===== src/hw/rtl/camera_feature_frame_parser_defines.svh =====
// Assertion macros used by the frame parser's parse module.
`ifndef CAMERA_FEATURE_FRAME_PARSER_DEFINES_SVH
`define CAMERA_FEATURE_FRAME_PARSER_DEFINES_SVH

// Same-cycle implication, checked outside reset.
`define CFFP_ASSERT_SAME(label, clk, rstn, ante, cons) \
    label: assert property (@(posedge clk) disable iff (!(rstn)) (ante) |-> (cons)) \
        else $error("frame parser check failed");

// Next-cycle implication, checked outside reset.
`define CFFP_ASSERT_NEXT(label, clk, rstn, ante, cons) \
    label: assert property (@(posedge clk) disable iff (!(rstn)) (ante) |=> (cons)) \
        else $error("frame parser check failed");

`endif


===== src/hw/rtl/cffp_pkg.sv =====
`timescale 1ns / 1ps
`default_nettype none

package cffp_pkg;

    localparam logic [7:0] HEADER_BYTE  = 8'hAA;
    localparam logic [7:0] TAIL_BYTE    = 8'hFF;
    localparam logic [7:0] KIND_BYTE_NOTHING = 8'h29;
    localparam logic [7:0] KIND_BYTE_DOT     = 8'h30;
    localparam logic [7:0] KIND_BYTE_LINE    = 8'h31;
    localparam logic [7:0] KIND_BYTE_CIRCLE  = 8'h32;

    localparam logic [2:0] POS_HUNT  = 3'd0;
    localparam logic [2:0] POS_KIND  = 3'd1;
    localparam logic [2:0] POS_FIRST = 3'd2;
    localparam logic [2:0] POS_LAST  = 3'd6;
    localparam logic [2:0] POS_TAIL  = 3'd7;

    localparam int PAYLOAD_LEN = 5;

    typedef enum logic [2:0] {
        KIND_NONE    = 3'd0,
        KIND_NOTHING = 3'd1,
        KIND_DOT     = 3'd2,
        KIND_LINE    = 3'd3,
        KIND_CIRCLE  = 3'd4
    } kind_t;

    typedef struct packed {
        logic [1:0]  frame_kind;
        logic [7:0]  found_flag;
        logic [15:0] first_value;
        logic [15:0] second_value;
    } result_t;

    function automatic kind_t kind_decode(input logic [7:0] b);
        kind_t k;
        unique case (b)
            KIND_BYTE_NOTHING: k = KIND_NOTHING;
            KIND_BYTE_DOT:     k = KIND_DOT;
            KIND_BYTE_LINE:    k = KIND_LINE;
            KIND_BYTE_CIRCLE:  k = KIND_CIRCLE;
            default:           k = KIND_NONE;
        endcase
        return k;
    endfunction

endpackage

`default_nettype wire


===== src/hw/rtl/cffp_in_stage.sv =====
`timescale 1ns / 1ps
`default_nettype none

module cffp_in_stage (
    input  wire logic       aclk,
    input  wire logic       aresetn,
    input  wire logic       s_valid,
    output logic            s_ready,
    input  wire logic [7:0] s_byte_in,
    input  wire logic       take,
    output logic            byte_valid,
    output logic [7:0]      byte_data
);

    logic       valid_reg;
    logic       valid_next;
    logic [7:0] byte_reg;

    assign s_ready    = !valid_reg || take;
    assign valid_next = s_ready ? s_valid : valid_reg;

    always_ff @(posedge aclk) begin
        if (!aresetn) begin
            valid_reg <= 1'b0;
        end else begin
            valid_reg <= valid_next;
        end
    end

    always_ff @(posedge aclk) begin
        if (s_valid && s_ready) begin
            byte_reg <= s_byte_in;
        end
    end

    assign byte_valid = valid_reg;
    assign byte_data  = byte_reg;

endmodule

`default_nettype wire


===== src/hw/rtl/cffp_parse.sv =====
`timescale 1ns / 1ps
`default_nettype none
`include "camera_feature_frame_parser_defines.svh"

module cffp_parse
    import cffp_pkg::*;
(
    input  wire logic       aclk,
    input  wire logic       aresetn,
    input  wire logic       take,
    input  wire logic [7:0] byte_data,
    output logic            emit,
    output result_t         result
);

    logic [2:0] pos_reg;
    logic [2:0] pos_next;
    kind_t      held_reg;
    kind_t      held_next;
    kind_t      kind_in;
    logic [7:0] store_reg [PAYLOAD_LEN];
    logic [2:0] store_idx;
    logic       in_payload;
    logic       kind_emits;

    assign kind_in    = kind_decode(byte_data);
    assign in_payload = (pos_reg >= POS_FIRST) && (pos_reg <= POS_LAST);
    assign store_idx  = pos_reg - POS_FIRST;
    assign kind_emits = (held_reg == KIND_DOT) || (held_reg == KIND_LINE)
                     || (held_reg == KIND_CIRCLE);

    always_comb begin
        pos_next  = pos_reg;
        held_next = held_reg;
        emit      = 1'b0;
        if (take) begin
            priority if (pos_reg == POS_HUNT) begin
                if (byte_data == HEADER_BYTE) begin
                    pos_next = POS_KIND;
                end
            end else if (pos_reg == POS_KIND) begin
                held_next = kind_in;
                pos_next  = (kind_in == KIND_NONE) ? POS_HUNT : POS_FIRST;
            end else if (pos_reg == POS_TAIL) begin
                pos_next  = POS_HUNT;
                held_next = KIND_NONE;
                emit      = (byte_data == TAIL_BYTE) && kind_emits;
            end else begin
                pos_next = pos_reg + 3'd1;
            end
        end
    end

    always_ff @(posedge aclk) begin
        if (!aresetn) begin
            pos_reg  <= POS_HUNT;
            held_reg <= KIND_NONE;
        end else begin
            pos_reg  <= pos_next;
            held_reg <= held_next;
        end
    end

    always_ff @(posedge aclk) begin
        if (take && in_payload) begin
            store_reg[store_idx] <= byte_data;
        end
    end

    assign result.frame_kind   = 2'(3'(held_reg) - 3'(KIND_DOT));
    assign result.found_flag   = store_reg[0];
    assign result.first_value  = {store_reg[1], store_reg[2]};
    assign result.second_value = {store_reg[3], store_reg[4]};

    `CFFP_ASSERT_SAME(a_emit_at_tail, aclk, aresetn, emit, pos_reg == POS_TAIL && take)
    `CFFP_ASSERT_SAME(a_kind_held_in_frame, aclk, aresetn, pos_reg >= POS_FIRST, held_reg != KIND_NONE)
    `CFFP_ASSERT_NEXT(a_tail_restarts, aclk, aresetn, take && pos_reg == POS_TAIL, pos_reg == POS_HUNT && held_reg == KIND_NONE)

endmodule

`default_nettype wire


===== src/hw/rtl/cffp_out_stage.sv =====
`timescale 1ns / 1ps
`default_nettype none

module cffp_out_stage
    import cffp_pkg::*;
(
    input  wire logic         aclk,
    input  wire logic         aresetn,
    input  wire logic         take,
    input  wire logic         emit,
    input  wire result_t      result,
    output logic              can_accept,
    output logic              m_valid,
    input  wire logic         m_ready,
    output logic [1:0]        m_frame_kind,
    output logic [7:0]        m_found_flag,
    output logic signed [15:0] m_first_value,
    output logic signed [15:0] m_second_value
);

    logic    valid_reg;
    logic    valid_next;
    result_t result_reg;

    assign can_accept = !valid_reg || m_ready;
    assign valid_next = can_accept ? (take && emit) : valid_reg;

    always_ff @(posedge aclk) begin
        if (!aresetn) begin
            valid_reg <= 1'b0;
        end else begin
            valid_reg <= valid_next;
        end
    end

    always_ff @(posedge aclk) begin
        if (can_accept && take && emit) begin
            result_reg <= result;
        end
    end

    assign m_valid        = valid_reg;
    assign m_frame_kind   = result_reg.frame_kind;
    assign m_found_flag   = result_reg.found_flag;
    assign m_first_value  = $signed(result_reg.first_value);
    assign m_second_value = $signed(result_reg.second_value);

endmodule

`default_nettype wire


===== src/hw/rtl/camera_feature_frame_parser.sv =====
// Result path: a tail byte's result is registered in the output stage as the tail is taken; m_valid comes from it.
// Throughput: one byte per cycle; no byte is taken while a result waits and m_ready is low.
// Backpressure on m_ready stalls the input register, then s_ready, combinationally.
// Reset: synchronous on aresetn low; clears both valid flags, frame position and kind.
// Payload bytes are not reset; every one is written before a result reads it.
`timescale 1ns / 1ps
`default_nettype none

module camera_feature_frame_parser
    import cffp_pkg::*;
(
    input  wire logic          aclk,
    input  wire logic          aresetn,
    input  wire logic          s_valid,
    output logic               s_ready,
    input  wire logic [7:0]    s_byte_in,
    output logic               m_valid,
    input  wire logic          m_ready,
    output logic [1:0]         m_frame_kind,
    output logic [7:0]         m_found_flag,
    output logic signed [15:0] m_first_value,
    output logic signed [15:0] m_second_value
);

    logic       byte_valid;
    logic [7:0] byte_data;
    logic       can_accept;
    logic       take;
    logic       emit;
    result_t    result;

    assign take = byte_valid && can_accept;

    cffp_in_stage u_in (
        .aclk       (aclk),
        .aresetn    (aresetn),
        .s_valid    (s_valid),
        .s_ready    (s_ready),
        .s_byte_in  (s_byte_in),
        .take       (take),
        .byte_valid (byte_valid),
        .byte_data  (byte_data)
    );

    cffp_parse u_parse (
        .aclk      (aclk),
        .aresetn   (aresetn),
        .take      (take),
        .byte_data (byte_data),
        .emit      (emit),
        .result    (result)
    );

    cffp_out_stage u_out (
        .aclk           (aclk),
        .aresetn        (aresetn),
        .take           (take),
        .emit           (emit),
        .result         (result),
        .can_accept     (can_accept),
        .m_valid        (m_valid),
        .m_ready        (m_ready),
        .m_frame_kind   (m_frame_kind),
        .m_found_flag   (m_found_flag),
        .m_first_value  (m_first_value),
        .m_second_value (m_second_value)
    );

endmodule

`default_nettype wire


===== config.mk =====
export PLATFORM = sky130hd
export DESIGN_NAME = camera_feature_frame_parser
export DESIGN_NICKNAME = d
export VERILOG_FILES = /design/src/hw/rtl/cffp_pkg.sv /design/src/hw/rtl/cffp_in_stage.sv /design/src/hw/rtl/cffp_parse.sv /design/src/hw/rtl/cffp_out_stage.sv /design/src/hw/rtl/camera_feature_frame_parser.sv
export VERILOG_INCLUDE_DIRS = /design/src /design/src/hw/rtl
export SDC_FILE = /design/constraint.sdc
export NUM_CORES = 1
export LEC_CHECK = 0
export BUFFER_PORTS_ARGS = -buffer_cell sky130_fd_sc_hd__clkbuf_2
export CORE_AREA = 2 2 82 84
export CTS_CLUSTER_SIZE = 12
export DETAILED_ROUTE_END_ITERATION = 8
export DIE_AREA = 0 0 84 86
export PLACE_DENSITY = 0.75
export SETUP_SLACK_MARGIN = 0.05
export SLEW_MARGIN = 40
export SYNTH_ARGS = -nofsm -noshare
export SYNTH_HDL_FRONTEND = slang
export SYNTH_SLANG_ARGS = --single-unit

===== constraint.sdc =====
create_clock -name aclk -period 8 [get_ports aclk]
set_input_delay 2.4 -clock aclk [delete_from_list [all_inputs] [get_ports aclk]]
set_output_delay 2.4 -clock aclk [all_outputs]
set_load 0.05 [all_outputs]

# ---- Word-level counts from Yosys, hierarchy flattened
# Memories as Yosys holds them, arrays and structs flattened. A register that Yosys moved wholly into a read port is not among the register bits.
# Index checks and enable logic that the tools add are counted.
dict set report word_totals {
  regBits 18
  ram_bits 40
  output_inout_bits 44
  wordCells 58
  n_memories 1
}
dict set report op_classes {
  addsub 3
  n_lt_le_gt_ge 2
  n_eq_ne 12
  muxes 14
  bitwise_logic 1
  n_reduce_logical 19
}
# name words word_bits rd rd_clocked_by_memory_dff write_ports line_no
set mem_list {}
lappend mem_list {u_parse.store_reg 5 8 5 5 1 cffp_parse.sv:21} ;# logic [7:0] store_reg [PAYLOAD_LEN];
# op n
set ops {}
lappend ops {{$eq A8 B6 Y1 const B} 4}
lappend ops {{$mux W3} 6}
lappend ops {{$eq A8 B8 Y1 const B} 2}
lappend ops {{$pmux W3 S4} 1}
lappend ops {{$logic_and A1 B1 Y1} 8}
lappend ops {{$eq A3 B2 Y1 const B} 2}
lappend ops {{$eq A3 B3 Y1 const B} 2}
lappend ops {{$logic_not A3 Y1} 2}
lappend ops {{$mux W1} 6}
lappend ops {{$logic_or A1 B1 Y1} 4}
lappend ops {{$add A3 B1 Y3 const B} 1}
lappend ops {{$eq A3 B1 Y1 const B} 1}
lappend ops {{$ge A3 B2 Y1 const B} 1}
lappend ops {{$le A3 B3 Y1 const B} 1}
lappend ops {{$reduce_and A3 Y1} 1}
lappend ops {{$sub A3 B2 Y3 const B} 1}
lappend ops {{$logic_not A1 Y1} 2}
lappend ops {{$mux W2} 1}
lappend ops {{$ne A2 B2 Y1 const B} 1}
lappend ops {{$reduce_and A2 Y1} 1}
lappend ops {{$reduce_bool A2 Y1} 1}
lappend ops {{$sub A2 B2 Y2 const B} 1}
lappend ops {{$not A1 Y1} 1}

# ---- Depth between registers and ports, before layout
dict set report depth {
  word_depth 9
  mapped_depth 6
}

# ---- Modules after synthesis
# Synthesis repeated with hierarchy kept, for this count alone.
dict set report unflattened {
  cells_unflattened 172
  area_unflattened_um2 3394.5
}
# mod instances cells_each area_per_inst_um2 seq_area_each_um2
set modules_own_cells {}
lappend modules_own_cells {cffp_parse 1 111 1764.2 1321.3}
lappend modules_own_cells {cffp_out_stage 1 47 1326.3 1281.2}
lappend modules_own_cells {cffp_in_stage 1 13 297.8 260.2}
lappend modules_own_cells {camera_feature_frame_parser 1 1 6.3 0.0}

# ---- Least setup slack after synthesis
# No wires, ideal clock.
dict set report synth_path {
  kind {input port to flip-flop}
  from {in m_ready}
  to {reg m_first_value[0] (netlist name)}
  setup_time_ps 550
  arrival_time_ps 6859
  t_required_ps 7450
  path_slack_ps 591
  cell_stages 3
  path_buffers 0
  cell_sequence {nor2b_1 > nand2b_4 > nor4_1}
}
dict set report synth_between {
  elab_chain_cells 4
  word_cells_on_any_way 5
  cone_classes {1 x mux; 4 x reduce/logical}
}
# element line_no
set synth_rtl {}
lappend synth_rtl {{from (decl)} camera_feature_frame_parser.sv:18} ;# input wire logic m_ready,
lappend synth_rtl {{$logic_or A1 B1 Y1 *} cffp_out_stage.sv:25} ;# assign can_accept = !valid_reg || m_ready;
lappend synth_rtl {{$logic_and A1 B1 Y1} camera_feature_frame_parser.sv:32} ;# assign take = byte_valid && can_accept;
lappend synth_rtl {{$mux W1 / $logic_and A1 B1 Y1 (equally long branches)} {cffp_parse.sv:36, cffp_out_stage.sv:37}}
lappend synth_rtl {{$logic_and A1 B1 Y1 *} cffp_out_stage.sv:37} ;# if (can_accept && take && emit) begin
# Mark *: on every way between the ends. The rest lies on a longest branch, timed or not.
# A chain may end at the register's enable or synchronous reset.

# ---- Worst setup path in the final report
dict set report layout_path {
  from {in m_ready}
  to {out s_ready}
}
dict set report layout_between {
  elab_chain_cells 3
}
# element line_no
set layout_rtl {}
lappend layout_rtl {{$logic_or A1 B1 Y1} cffp_out_stage.sv:25}
lappend layout_rtl {{$logic_and A1 B1 Y1} camera_feature_frame_parser.sv:32}
lappend layout_rtl {{$logic_or A1 B1 Y1} cffp_in_stage.sv:19} ;# assign s_ready = !valid_reg || take;
lappend layout_rtl {{to (decl)} camera_feature_frame_parser.sv:15} ;# output logic s_ready,
# Every way passes these cells.

==> flow_summary.json <==
{
  "status": "finished, final reports clean",
  "crit_start": "m_ready",
  "busiest_layer": "met2",
  "cp-end-kind": "primary output",
  "cts_setup_buffers": 0,
  "clockPowerShare": 0.366,
  "netlist_instances": 165,
  "ys_types": 33,
  "layout_commonest_cell": "edfxtp_1",
  "syn_area_um2": 3320,
  "cts_tree": "done",
  "core.rowCount": 29,
  "syn2layout_area_growth_pct": 19.0,
  "swShare": 0.189,
  "p_int_mw": 0.741,
  "cpPeakStageDelay_ns": 0.28,
  "die_area_um2": 7220,
  "die_x_um": 84,
  "utilization": 0.629,
  "cp_slowest_cell": "nor2b_1",
  "grt_overflow": 0,
  "nNetsFinal": 251,
  "ctsHoldBuffers": 0,
  "holdWs_ns": 0.421,
  "rr_startpoint": "u_parse.pos_reg[0]$_SDFFE_PN0P_",
  "path_common_cell": "clkbuf_2",
  "final_hold_viol_count": 0,
  "cts_max_level": 3,
  "synth-edff-count": 90,
  "firstDrtPassIters": 4,
  "via_per_inst": 5.22,
  "wl_per_cell_um": 16.2,
  "required_ns": 5.60,
  "drc": 0,
  "worst_slew_pin_slew_ns": 0.697,
  "drive_above_1_share": 0.347,
  "yosysWarnings": 0,
  "crit_type": "input port to primary output",
  "antenna_left": 0,
  "clockBufferDepth": 2,
  "synth_fp_nets": 182,
  "diodes": 0,
  "startpoint_type": "input port",
  "finalMaxSlewViolations": 0,
  "insertion_delay_ns": 0.34,
  "place_ws_ns": 2.47,
  "start_util": 0.529,
  "maxCapViolations": 0,
  "grt_pass1_wl_um": 8120,
  "antenna_found_initial": 0,
  "finalWorstSetupSlack_ns": 2.49,
  "grtUsageMet3": 0.0433,
  "hold_path_class": "register to register",
  "place_congestion": 0.894,
  "io_buffer_count": 55,
  "nFillCells": 447,
  "rrSetupSlack_ns": 5.56,
  "root_buffer": "clkbuf_8",
  "first_iter_violations": 100,
  "fin_area_um2": 3950,
  "ioPinCount": 56,
  "fin_crit_ns": 5.51,
  "syn_area_per_cell_um2": 20.1,
  "place_inst": 300,
  "ys_seq_area_frac": 0.862,
  "largest_reg_flops": 40,
  "p_leak_nw": 1.41,
  "setup_violations": 0,
  "cp_cell_sequence": "clkbuf_2 -> nor2b_1 -> nand2_1 -> clkbuf_2",
  "grt_pass1_vias": 1592,
  "finalPower_mw": 0.914,
  "synthArstFlopShare": 0,
  "power_frac_comb": 0.011,
  "r2r.worst_path.cells": 6,
  "globalRouteTotalUtil": 0.153,
  "cts_sinks": 98,
  "vias": 1650,
  "clk_pin_slew_ns": 0.09,
  "grtUsageMet1": 0.197,
  "fmax_ghz": 0.181,
  "final_cells": 316,
  "crit_fanout": 5,
  "grt_max_degree": 43,
  "ir_drop_mv": 0.191,
  "layout_common_cells": "90 x edfxtp_1, 55 x clkbuf_2, 9 x clkbuf_8, 8 x inv_1, 8 x dfxtp_1",
  "core-area_um2": 6280,
  "synth-seq-cells": 98,
  "period_share": 0.689,
  "pwr-share-seq": 0.623,
  "place_area_um2": 3730,
  "dpl.hpwl_um": 3300,
  "p_switching_mw": 0.173,
  "cp-endpoint": "s_ready",
  "final.setup.tns_ns": 0,
  "r2r_end": "m_first_value[8]$_DFFE_PP_",
  "skew_ns": 0.00780,
  "gr-usage-met2": 0.241,
  "cp.arrival_ns": 3.11,
  "cts_buffers": 9,
  "rsz0062_at_grt": "no",
  "wl_um": 5110,
  "dieHeight_um": 86,
  "holdPathStages": 0,
  "slew_headroom": 0.533,
  "powerDensity_nw_per_um2": 231,
  "synth-main-ff-cell": "edfxtp_1",
  "cts-resized-gates": 0
}
per-layer routing:
layer  routed length, µm  part of all wire  up-vias
li1                    -                 -      780
met4                  99             0.019        0
met2                2470              0.48       64
met1                2220              0.43      799
met5                   0                 0        -
met3                 319             0.062        7
synthesized netlist by cell type (3+ instances only):
library cell | count | area, µm²
a21oi_1 | 3 | 15.0
dfxtp_1 | 8 | 160
edfxtp_1 | 90 | 2700
ha_1 | 5 | 62.6
inv_1 | 8 | 30.0
nand2_1 | 5 | 18.8
nand2b_1 | 4 | 25.0
nor2_1 | 4 | 15.0
nor2b_1 | 3 | 18.8
nor3_1 | 4 | 20.0
nor4_1 | 3 | 18.8
area by class of cell:
| cell class | count | area [µm²] | area share |
|---|---|---|---|
| multi-input combinational | 59 | 448 | 0.113 |
| tap | 77 | 96.3 | 0.0244 |
| timing repair buffer | 58 | 298 | 0.0754 |
| clock buffer | 9 | 124 | 0.0313 |
| inverter | 8 | 30.0 | 0.00760 |
| clock inverter | 7 | 92.6 | 0.0234 |
| sequential | 98 | 2860 | 0.725 |
cells by family (layout without fill, tap and decap cells):
logic type / after synthesis / count (layout) / share of synthesized area
DFF: 98 / 98 / 0.862
and+or+nand+nor: 36 / 36 / 0.0697
AOI/OAI and AO/OA: 17 / 17 / 0.0373
buffers and inverters: 8 / 82 / 0.00905
adders and majority gates: 5 / 5 / 0.0188
xor gates and xnor gates: 1 / 1 / 0.00264
worst max-delay path, delay by kind of cell:
| family | cells | cell delay [ns] |
|---|---|---|
| AND/OR/NAND/NOR | 2 | 0.39 |
| buffers and inverters | 2 | 0.33 |
power by group through the flow:
stage / registers [mW] / logic, mW / clock network (mW)
2_1_floorplan: 0.576 / 0.00620 / 0
3_3_place_gp: 0.581 / 0.00994 / 0
3_5_place_dp: 0.582 / 0.0101 / 0
4_1_cts: 0.570 / 0.0101 / 0.342
5_1_grt: 0.571 / 0.0117 / 0.365
6_report: 0.570 / 0.0100 / 0.335
how the worst min path moves through the flow:
stage                                        endpoint  slack, ns                               from
final                     m_first_value[12]$_DFFE_PP_       0.42  u_parse.store_reg[1][4]$_DFFE_PP_
after global routing       m_first_value[1]$_DFFE_PP_       0.42  u_parse.store_reg[2][1]$_DFFE_PP_
after CTS                 m_second_value[5]$_DFFE_PP_       0.42  u_parse.store_reg[4][5]$_DFFE_PP_
after detailed placement  m_first_value[13]$_DFFE_PP_       0.40  u_parse.store_reg[1][5]$_DFFE_PP_
after global placement    m_second_value[0]$_DFFE_PP_       0.40  u_parse.store_reg[4][0]$_DFFE_PP_
after floorplan            m_first_value[0]$_DFFE_PP_       0.40  u_parse.store_reg[2][0]$_DFFE_PP_
Note: power is estimated with default switching activity, not from simulation.
